===== src/design/sifp_pkg.sv =====
package sifp_pkg;

  // field set address order
  localparam logic [7:0] ORDER_SBA = 8'h11;
  // data byte index saturates here
  localparam logic [11:0] OFFSET_MAX = 12'hFFF;
  // bytes after a bad order needed to report it
  localparam logic [1:0] BAD_NEEDED = 2'd3;

  // result queue sizing
  localparam int QUEUE_DEPTH = 4;
  localparam int PTR_W = $clog2(QUEUE_DEPTH);
  localparam int CNT_W = $clog2(QUEUE_DEPTH + 1);

  typedef enum logic [2:0] {
    PH_ATTN    = 3'd0,
    PH_CUR_HI  = 3'd1,
    PH_CUR_LO  = 3'd2,
    PH_ORDER   = 3'd3,
    PH_ADDR_HI = 3'd4,
    PH_ADDR_LO = 3'd5,
    PH_DATA    = 3'd6,
    PH_BAD     = 3'd7
  } sifp_phase_t;

  typedef enum logic [2:0] {
    KIND_DATA   = 3'd0,
    KIND_HEADER = 3'd1,
    KIND_END_OK = 3'd2,
    KIND_SHORT  = 3'd3,
    KIND_BAD    = 3'd4
  } sifp_kind_t;

  typedef struct packed {
    sifp_phase_t  phase;
    logic [7:0]   attention;
    logic [7:0]   high_byte;
    logic [11:0]  cursor;
    logic [11:0]  field_start;
    logic [11:0]  offset;
    logic [1:0]   bad_count;
  } sifp_state_t;

  typedef struct packed {
    sifp_kind_t   kind;
    logic [7:0]   attention;
    logic [11:0]  cursor;
    logic [11:0]  field;
    logic [11:0]  offset;
    logic [7:0]   data;
    logic         final_flag;
  } sifp_result_t;

  localparam sifp_state_t STATE_RESET = '{
    phase: PH_ATTN, attention: 8'd0, high_byte: 8'd0, cursor: 12'd0,
    field_start: 12'd0, offset: 12'd0, bad_count: 2'd0
  };

  localparam sifp_result_t RESULT_ZERO = '{
    kind: KIND_DATA, attention: 8'd0, cursor: 12'd0, field: 12'd0,
    offset: 12'd0, data: 8'd0, final_flag: 1'b0
  };

  // buffer address: low six bits of each byte
  function automatic logic [11:0] decode_addr(input logic [7:0] hi, input logic [7:0] lo);
    return {hi[5:0], lo[5:0]};
  endfunction

endpackage


===== src/design/sifp_step.sv =====
module sifp_step (
  input  sifp_pkg::sifp_state_t  state,
  input  logic [7:0]             stream_byte,
  input  logic                   message_end,
  output sifp_pkg::sifp_state_t  state_next,
  output sifp_pkg::sifp_result_t res0,
  output sifp_pkg::sifp_result_t res1,
  output logic [1:0]             res_count
);

  sifp_pkg::sifp_state_t  nx;
  sifp_pkg::sifp_result_t primary;
  sifp_pkg::sifp_result_t end_res;
  sifp_pkg::sifp_result_t short_res;
  sifp_pkg::sifp_kind_t   end_kind;
  logic                   prim_valid;
  logic                   is_short;
  logic [11:0]            addr;
  logic [1:0]             bad_inc;

  assign addr = sifp_pkg::decode_addr(state.high_byte, stream_byte);

  // per-phase byte handling
  always_comb begin
    nx = state;
    primary = sifp_pkg::RESULT_ZERO;
    prim_valid = 1'b0;
    end_kind = sifp_pkg::KIND_END_OK;
    is_short = 1'b0;
    bad_inc = state.bad_count;
    case (state.phase)
      sifp_pkg::PH_ATTN: begin
        nx.attention = stream_byte;
        nx.phase = sifp_pkg::PH_CUR_HI;
        is_short = message_end;
      end
      sifp_pkg::PH_CUR_HI: begin
        nx.high_byte = stream_byte;
        nx.phase = sifp_pkg::PH_CUR_LO;
        is_short = message_end;
      end
      sifp_pkg::PH_CUR_LO: begin
        nx.cursor = addr;
        nx.phase = sifp_pkg::PH_ORDER;
        primary.kind = sifp_pkg::KIND_HEADER;
        primary.attention = state.attention;
        primary.cursor = addr;
        prim_valid = 1'b1;
      end
      sifp_pkg::PH_ORDER: begin
        if (stream_byte == sifp_pkg::ORDER_SBA) begin
          nx.phase = sifp_pkg::PH_ADDR_HI;
        end else begin
          nx.phase = sifp_pkg::PH_BAD;
          nx.bad_count = 2'd0;
        end
      end
      sifp_pkg::PH_ADDR_HI: begin
        nx.high_byte = stream_byte;
        nx.phase = sifp_pkg::PH_ADDR_LO;
      end
      sifp_pkg::PH_ADDR_LO: begin
        nx.field_start = addr;
        nx.offset = 12'd0;
        nx.phase = sifp_pkg::PH_DATA;
      end
      sifp_pkg::PH_DATA: begin
        if (stream_byte == sifp_pkg::ORDER_SBA) begin
          nx.phase = sifp_pkg::PH_ADDR_HI;
        end else begin
          primary.kind = sifp_pkg::KIND_DATA;
          primary.attention = state.attention;
          primary.cursor = state.cursor;
          primary.field = state.field_start;
          primary.offset = state.offset;
          primary.data = stream_byte;
          prim_valid = 1'b1;
          if (state.offset < sifp_pkg::OFFSET_MAX) begin
            nx.offset = state.offset + 12'd1;
          end
        end
      end
      sifp_pkg::PH_BAD: begin
        if (state.bad_count < sifp_pkg::BAD_NEEDED) begin
          bad_inc = state.bad_count + 2'd1;
        end
        nx.bad_count = bad_inc;
        if (bad_inc >= sifp_pkg::BAD_NEEDED) begin
          end_kind = sifp_pkg::KIND_BAD;
        end
      end
      default: begin
        nx = state;
      end
    endcase
  end

  // end-of-message result uses the updated header and field values
  always_comb begin
    end_res = sifp_pkg::RESULT_ZERO;
    end_res.kind = end_kind;
    end_res.attention = nx.attention;
    end_res.cursor = nx.cursor;
    end_res.field = nx.field_start;
    end_res.final_flag = 1'b1;
    short_res = sifp_pkg::RESULT_ZERO;
    short_res.kind = sifp_pkg::KIND_SHORT;
    short_res.final_flag = 1'b1;
  end

  // order the results and return to idle at message end
  always_comb begin
    res0 = sifp_pkg::RESULT_ZERO;
    res1 = sifp_pkg::RESULT_ZERO;
    res_count = 2'd0;
    if (is_short) begin
      res0 = short_res;
      res_count = 2'd1;
    end else if (prim_valid) begin
      res0 = primary;
      res1 = end_res;
      res_count = message_end ? 2'd2 : 2'd1;
    end else begin
      res0 = end_res;
      res_count = message_end ? 2'd1 : 2'd0;
    end
    state_next = message_end ? sifp_pkg::STATE_RESET : nx;
  end

endmodule


===== src/design/sifp_result_queue.sv =====
module sifp_result_queue (
  input  logic                   clk,
  input  logic                   rst,
  input  logic [1:0]             push_count,
  input  sifp_pkg::sifp_result_t push0,
  input  sifp_pkg::sifp_result_t push1,
  input  logic                   pop,
  output sifp_pkg::sifp_result_t head,
  output logic                   not_empty,
  output logic                   has_room
);

  sifp_pkg::sifp_result_t        entries [sifp_pkg::QUEUE_DEPTH];
  logic [sifp_pkg::PTR_W-1:0]    wr_ptr;
  logic [sifp_pkg::PTR_W-1:0]    rd_ptr;
  logic [sifp_pkg::CNT_W-1:0]    count;
  logic [sifp_pkg::CNT_W-1:0]    count_next;
  logic [sifp_pkg::PTR_W-1:0]    wr_ptr_1;

  assign wr_ptr_1 = wr_ptr + sifp_pkg::PTR_W'(1);
  assign count_next = count + sifp_pkg::CNT_W'(push_count)
                      - sifp_pkg::CNT_W'(pop);
  assign not_empty = (count != '0);
  // room for the two results one byte can cause
  assign has_room = (count <= sifp_pkg::CNT_W'(sifp_pkg::QUEUE_DEPTH - 2));
  assign head = entries[rd_ptr];

  // pointers and fill count
  always_ff @(posedge clk) begin
    if (rst) begin
      wr_ptr <= '0;
      rd_ptr <= '0;
      count <= '0;
    end else begin
      wr_ptr <= wr_ptr + sifp_pkg::PTR_W'(push_count);
      if (pop) begin
        rd_ptr <= rd_ptr + sifp_pkg::PTR_W'(1);
      end
      count <= count_next;
    end
  end

  // result storage
  always_ff @(posedge clk) begin
    if (push_count != 2'd0) begin
      entries[wr_ptr] <= push0;
    end
    if (push_count == 2'd2) begin
      entries[wr_ptr_1] <= push1;
    end
  end

  a_push_fits: assert property (@(posedge clk) disable iff (rst)
    (push_count != 2'd0) |-> has_room)
    else $error("result queue overflow");

  a_pop_not_empty: assert property (@(posedge clk) disable iff (rst)
    pop |-> not_empty)
    else $error("result queue underflow");

  a_count_bound: assert property (@(posedge clk) disable iff (rst)
    count <= sifp_pkg::CNT_W'(sifp_pkg::QUEUE_DEPTH))
    else $error("result queue count out of range");

endmodule


===== src/design/screen_inbound_field_parser_top.sv =====
// Inbound read-modified message parser. Takes one message byte per transaction
// and gives the header, one result per field data byte, and a closing status
// result marked final. A byte enters an input register, is parsed combinationally
// against the parse state, and its zero, one or two results go into a
// four-entry result queue that drives the output channel. One byte is taken
// every cycle as long as the queue has room for two results; a byte that ends
// the message after a data byte or the cursor address gives two results and so
// takes two transactions on the output side.
module screen_inbound_field_parser_top (
  input  logic        clk,
  input  logic        rst,
  input  logic        stream_valid,
  output logic        stream_stall,
  input  logic [7:0]  stream_byte,
  input  logic        message_end,
  output logic        result_valid,
  input  logic        result_stall,
  output logic [2:0]  result_kind,
  output logic [7:0]  attention_code,
  output logic [11:0] cursor_position,
  output logic [11:0] field_position,
  output logic [11:0] byte_offset,
  output logic [7:0]  data_value,
  output logic        final_result
);

  sifp_pkg::sifp_state_t  state;
  sifp_pkg::sifp_state_t  state_next;
  sifp_pkg::sifp_result_t res0;
  sifp_pkg::sifp_result_t res1;
  sifp_pkg::sifp_result_t head;
  logic [1:0]             res_count;
  logic                   in_full;
  logic [7:0]             in_byte;
  logic                   in_end;
  logic                   advance;
  logic                   has_room;
  logic                   not_empty;
  logic                   pop;

  // input register handshake
  assign advance = in_full & has_room;
  assign stream_stall = in_full & ~has_room;

  always_ff @(posedge clk) begin
    if (rst) begin
      in_full <= 1'b0;
    end else if (stream_valid && !stream_stall) begin
      in_full <= 1'b1;
    end else if (advance) begin
      in_full <= 1'b0;
    end
  end

  always_ff @(posedge clk) begin
    if (stream_valid && !stream_stall) begin
      in_byte <= stream_byte;
      in_end <= message_end;
    end
  end

  // parse state
  always_ff @(posedge clk) begin
    if (rst) begin
      state <= sifp_pkg::STATE_RESET;
    end else if (advance) begin
      state <= state_next;
    end
  end

  sifp_step u_step (
    .state       (state),
    .stream_byte (in_byte),
    .message_end (in_end),
    .state_next  (state_next),
    .res0        (res0),
    .res1        (res1),
    .res_count   (res_count)
  );

  // result queue
  assign pop = not_empty & ~result_stall;

  sifp_result_queue u_queue (
    .clk        (clk),
    .rst        (rst),
    .push_count (advance ? res_count : 2'd0),
    .push0      (res0),
    .push1      (res1),
    .pop        (pop),
    .head       (head),
    .not_empty  (not_empty),
    .has_room   (has_room)
  );

  // output ports
  assign result_valid = not_empty;
  assign result_kind = head.kind;
  assign attention_code = head.attention;
  assign cursor_position = head.cursor;
  assign field_position = head.field;
  assign byte_offset = head.offset;
  assign data_value = head.data;
  assign final_result = head.final_flag;

  a_end_resets_phase: assert property (@(posedge clk) disable iff (rst)
    (advance && in_end) |=> (state.phase == sifp_pkg::PH_ATTN))
    else $error("parse phase not idle after message end");

  a_short_is_zero: assert property (@(posedge clk) disable iff (rst)
    (result_valid && result_kind == sifp_pkg::KIND_SHORT) |->
      (attention_code == 8'd0 && cursor_position == 12'd0 && final_result))
    else $error("short message result carries values");

endmodule


===== config.mk =====
export PLATFORM = sky130hd
export DESIGN_NAME = screen_inbound_field_parser_top
export DESIGN_NICKNAME = d
export VERILOG_FILES = /design/src/design/sifp_pkg.sv /design/src/design/sifp_step.sv /design/src/design/sifp_result_queue.sv /design/src/design/screen_inbound_field_parser_top.sv
export SDC_FILE = /design/constraint.sdc
export NUM_CORES = 1
export LEC_CHECK = 0
export BUFFER_PORTS_ARGS = -buffer_cell sky130_fd_sc_hd__clkbuf_2
export CORE_MARGIN = 3
export CORE_UTILIZATION = 61
export DETAILED_ROUTE_END_ITERATION = 6
export GPL_TIMING_DRIVEN = 0
export PLACE_DENSITY = 0.8
export SETUP_SLACK_MARGIN = 0.4
export SKIP_LAST_GASP = 1
export SLEW_MARGIN = 40
export SYNTH_ARGS = -nofsm -noshare
export SYNTH_HDL_FRONTEND = slang
export SYNTH_SLANG_ARGS = --single-unit
export TNS_END_PERCENT = 5

===== constraint.sdc =====
create_clock -name clk -period 4.8 [get_ports clk]
set_input_delay 1.2 -clock clk [delete_from_list [all_inputs] [get_ports clk]]
set_output_delay 1.2 -clock clk [all_outputs]
set_load 0.1 [all_outputs]

==> summary.md <==
| Metric | Value |
|---|---|
| WHS | `455.0 ps` |
| Worst-path cell chain | `buf_2, clkbuf_1, clkbuf_2, mux4_2, clkbuf_2` |
| Clock skew | `10.96 ps` |
| Worst path bufs/invs | `4` |
| Top FF cell, synth | `edfxtp_1` |
| Top post-synthesis cells by area | `edfxtp_1 (35%), dfxtp_1 (23%), mux4_2 (9.8%), nor2_1 (5.1%), nand3_1 (3.5%)` |
| Fillers | `1,433` |
| Via count | `9,661` |
| WL/cell | `21.58 µm` |
| Min-delay worst type | `reg2reg` |
| Syn_nets | `1,142` |
| Period Utilization, post-route | `87.44%` |
| Clock root buffer | `clkbuf_16` |
| Pwr dens | `465.6 nW/µm²` |
| Initial DRC count | `946` |
| Worst setup margin | `603.1 ps` |
| Crit-path max cell delay | `570 ps` |
| Core Region | `20,490 µm²` |
| Drt drc | `0` |
| Clk sinks | `298` |
| Critical path class | `reg2out` |
| Layout cell share with drive strength beyond 1 | `20.27%` |
| Avg Synthesized Cell Area | `11.48 µm²` |
| Site row count | `52` |
| Final core utilization | `71.33%` |
| Antenna Nets Post-Route | `0` |
| FMAX | `238.3 MHz` |
| H-tree level count | `1` |
| Diode count | `0` |
| Outcome | `finished, final reports clean` |
| Vias in the first global route | `9,382` |
| FF+latch count, synth | `298` |
| Slew Viols, Final | `0` |
| GRT Total Usage | `28.87%` |
| Synth Warn # | `0` |
| WP data required | `3600 ps` |
| Setup bufs post-CTS | `0` |
| Crit start category | `register` |
| Footprint of the multi-input gates | `5059 µm²` |
| Fin nets | `1,245` |
| Worst Max-Slew Pin Slew | `763.8 ps` |
| IO Count | `71` |
| Post-DP HPWL | `21.90 mm` |
| CTS buffer count | `29` |
| Die H | `151.4 µm` |
| Slew headroom | `48.80%` |
| Worst endpoint data arrival time | `3000 ps` |
| Sequential fraction of the synthesis area | `57.82%` |
| Synthesized instance count | `1,123` |
| Setup WS pre-CTS | `700.5 ps` |
| Vias per cell | `6.364` |
| Clk buf depth | `3` |
| Critical path fanouts, max | `10` |
| Clock transition at path regs | `70 ps` |
| Synth top area share | `34.69%` |
| Most common cell on crit path | `clkbuf_2` |
| Slowest-stage cell, CP | `clkbuf_1` |
| # setup viols final | `0` |
| Starting density of the core | `62.93%` |
| P_leak | `4.716 nW` |
| Global-route wire length before repair | `51.11 mm` |
| Global route overflow | `0` |
| Cell area after synthesis | `12,900 µm²` |
| Die extent in x | `151.4 µm` |
| Setup TNS | `0 ps` |
| Hold buffer count at CTS | `0` |
| Initial DRT Pass Iterations | `5` |
| Synth-to-layout area growth | `13.35%` |
| Area leader, netlist | `edfxtp_1` |
| Post-synth EDFFs | `149` |
| Most numerous cell in the Yosys netlist | `nor2_1` |
| Initial antenna violation count | `0` |
| Largest net degree at the start of global routing | `36` |
| Clock Latency Late Sink | `550 ps` |
| Peak supply drop | `0.2854 mV` |
| Worst setup EP type | `primary output` |
| Synth cell count leaders | `nor2_1 (176), dfxtp_1 (149), edfxtp_1 (149)` |
| Full die area | `22,920 µm²` |
| CTS tree | `built` |
| Post-layout minimum cycle time | `4197 ps` |
| WL final | `32.77 mm` |
| Max Cap Viol | `0` |
| PortBufs | `69` |
| FFs w/ async S/R, synth | `0%` |
| RD Place Congestion | `0.9370` |
| Register area | `7457 µm²` |
| Netlist cell types | `66` |
| RSZ-0062 raised after global routing | `no` |
| CP delay by family, top | `buffers and inverters` |
| Final count of hold timing violations | `0` |
==> metal layers <==
layer  up-vias  wire (µm)  track usage [%]
met5         -          0                0
met4         0        861            8.930
met3        80       2652            4.039
met2       476      16150            47.63
met1      4779      13100            40.07
li1       4326          -                -
==> path summary, 6_finish.rpt <==
kind	cells past startpoint	slack [ps]	to	start
max	5	600	byte_offset[11]	register
min reg2reg	2	460	u_queue.entries[3][53]$_SDFFE_PP0P_	u_queue.entries[3][53]$_SDFFE_PP0P_
min	2	460	u_queue.entries[3][53]$_SDFFE_PP0P_	u_queue.entries[3][53]$_SDFFE_PP0P_
max reg2reg	14	1510	u_queue.count[2]$_SDFF_PP0_	in_byte[2]$_DFFE_PP_
==> cell families (layout without fill, tap and decap cells) <==
family / after synthesis / in the layout / share of synthesized area [%]
compound gates: 189 / 189 / 9.226
xor+xnor: 13 / 13 / 0.8828
fa+ha+maj: 6 / 6 / 0.6403
buf+inv: 97 / 222 / 3.395
flops: 298 / 298 / 57.82
mux: 90 / 90 / 12.42
simple gates: 430 / 430 / 15.62
==> state kept, by name, summed over array words and instances, names as in the netlist, named ones only <==
| name | count |
|---|---|
| in_end | 1 |
| u_queue.count | 3 |
| in_full | 1 |
| u_queue.wr_ptr | 2 |
| u_queue.rd_ptr | 2 |
| in_byte | 8 |
| u_queue.entries | 224 |
| state | 55 |
==> per-stage QoR <==
stage	power, mW	cell area (µm²)	cells
after detailed placement	4.666	13680	1465
after global placement	4.629	13580	1462
final	6.806	14620	1518
after floorplan	4.336	12900	1123
after CTS	6.816	14590	1518
after global routing	7.012	14620	1518
==> report_power, final <==
part           internal, mW  switching, mW  leakage [nW]
Sequential             2.73         0.0558          2.45
Clock                  1.26          0.930         0.459
Combinational         0.428           1.40          1.80
==> worst min-delay path: stages (launching register included) <==
cell and delay, ps:
dfxtp_1 310, inv_1 40, a21boi_0 60
==> repair_timing <==
action,CTS,global route
pin swaps,0,0
gates resized for setup,2,1
gates cloned,0,0
setup endpoints to repair,30,10
==> placed cells by master, fill, tap and decap left out, types with 18 or more instances in the layout <==
cell       count
nor2_1       174
dfxtp_1      149
edfxtp_1     149
nand3_1       91
clkbuf_2      82
o21ai_0       78
mux4_2        56
nand2_1       54
clkbuf_1      44
nor3_1        34
mux2i_1       34
a21oi_1       32
clkbuf_16     30
buf_2         23
o31ai_1       19
a22oi_1       18
==> cell type report <==
cell class / instances / share of cell area, %
clock inverters: 2 / 0.1113
repair buffers: 72 / 2.756
plain buffers: 82 / 2.670
inverters: 15 / 0.4194
clock buffers: 51 / 6.119
multi-input cells: 728 / 34.60
flip-flops and latches: 298 / 51.01
well taps: 270 / 2.311
Power figures use the tool's default switching activity.
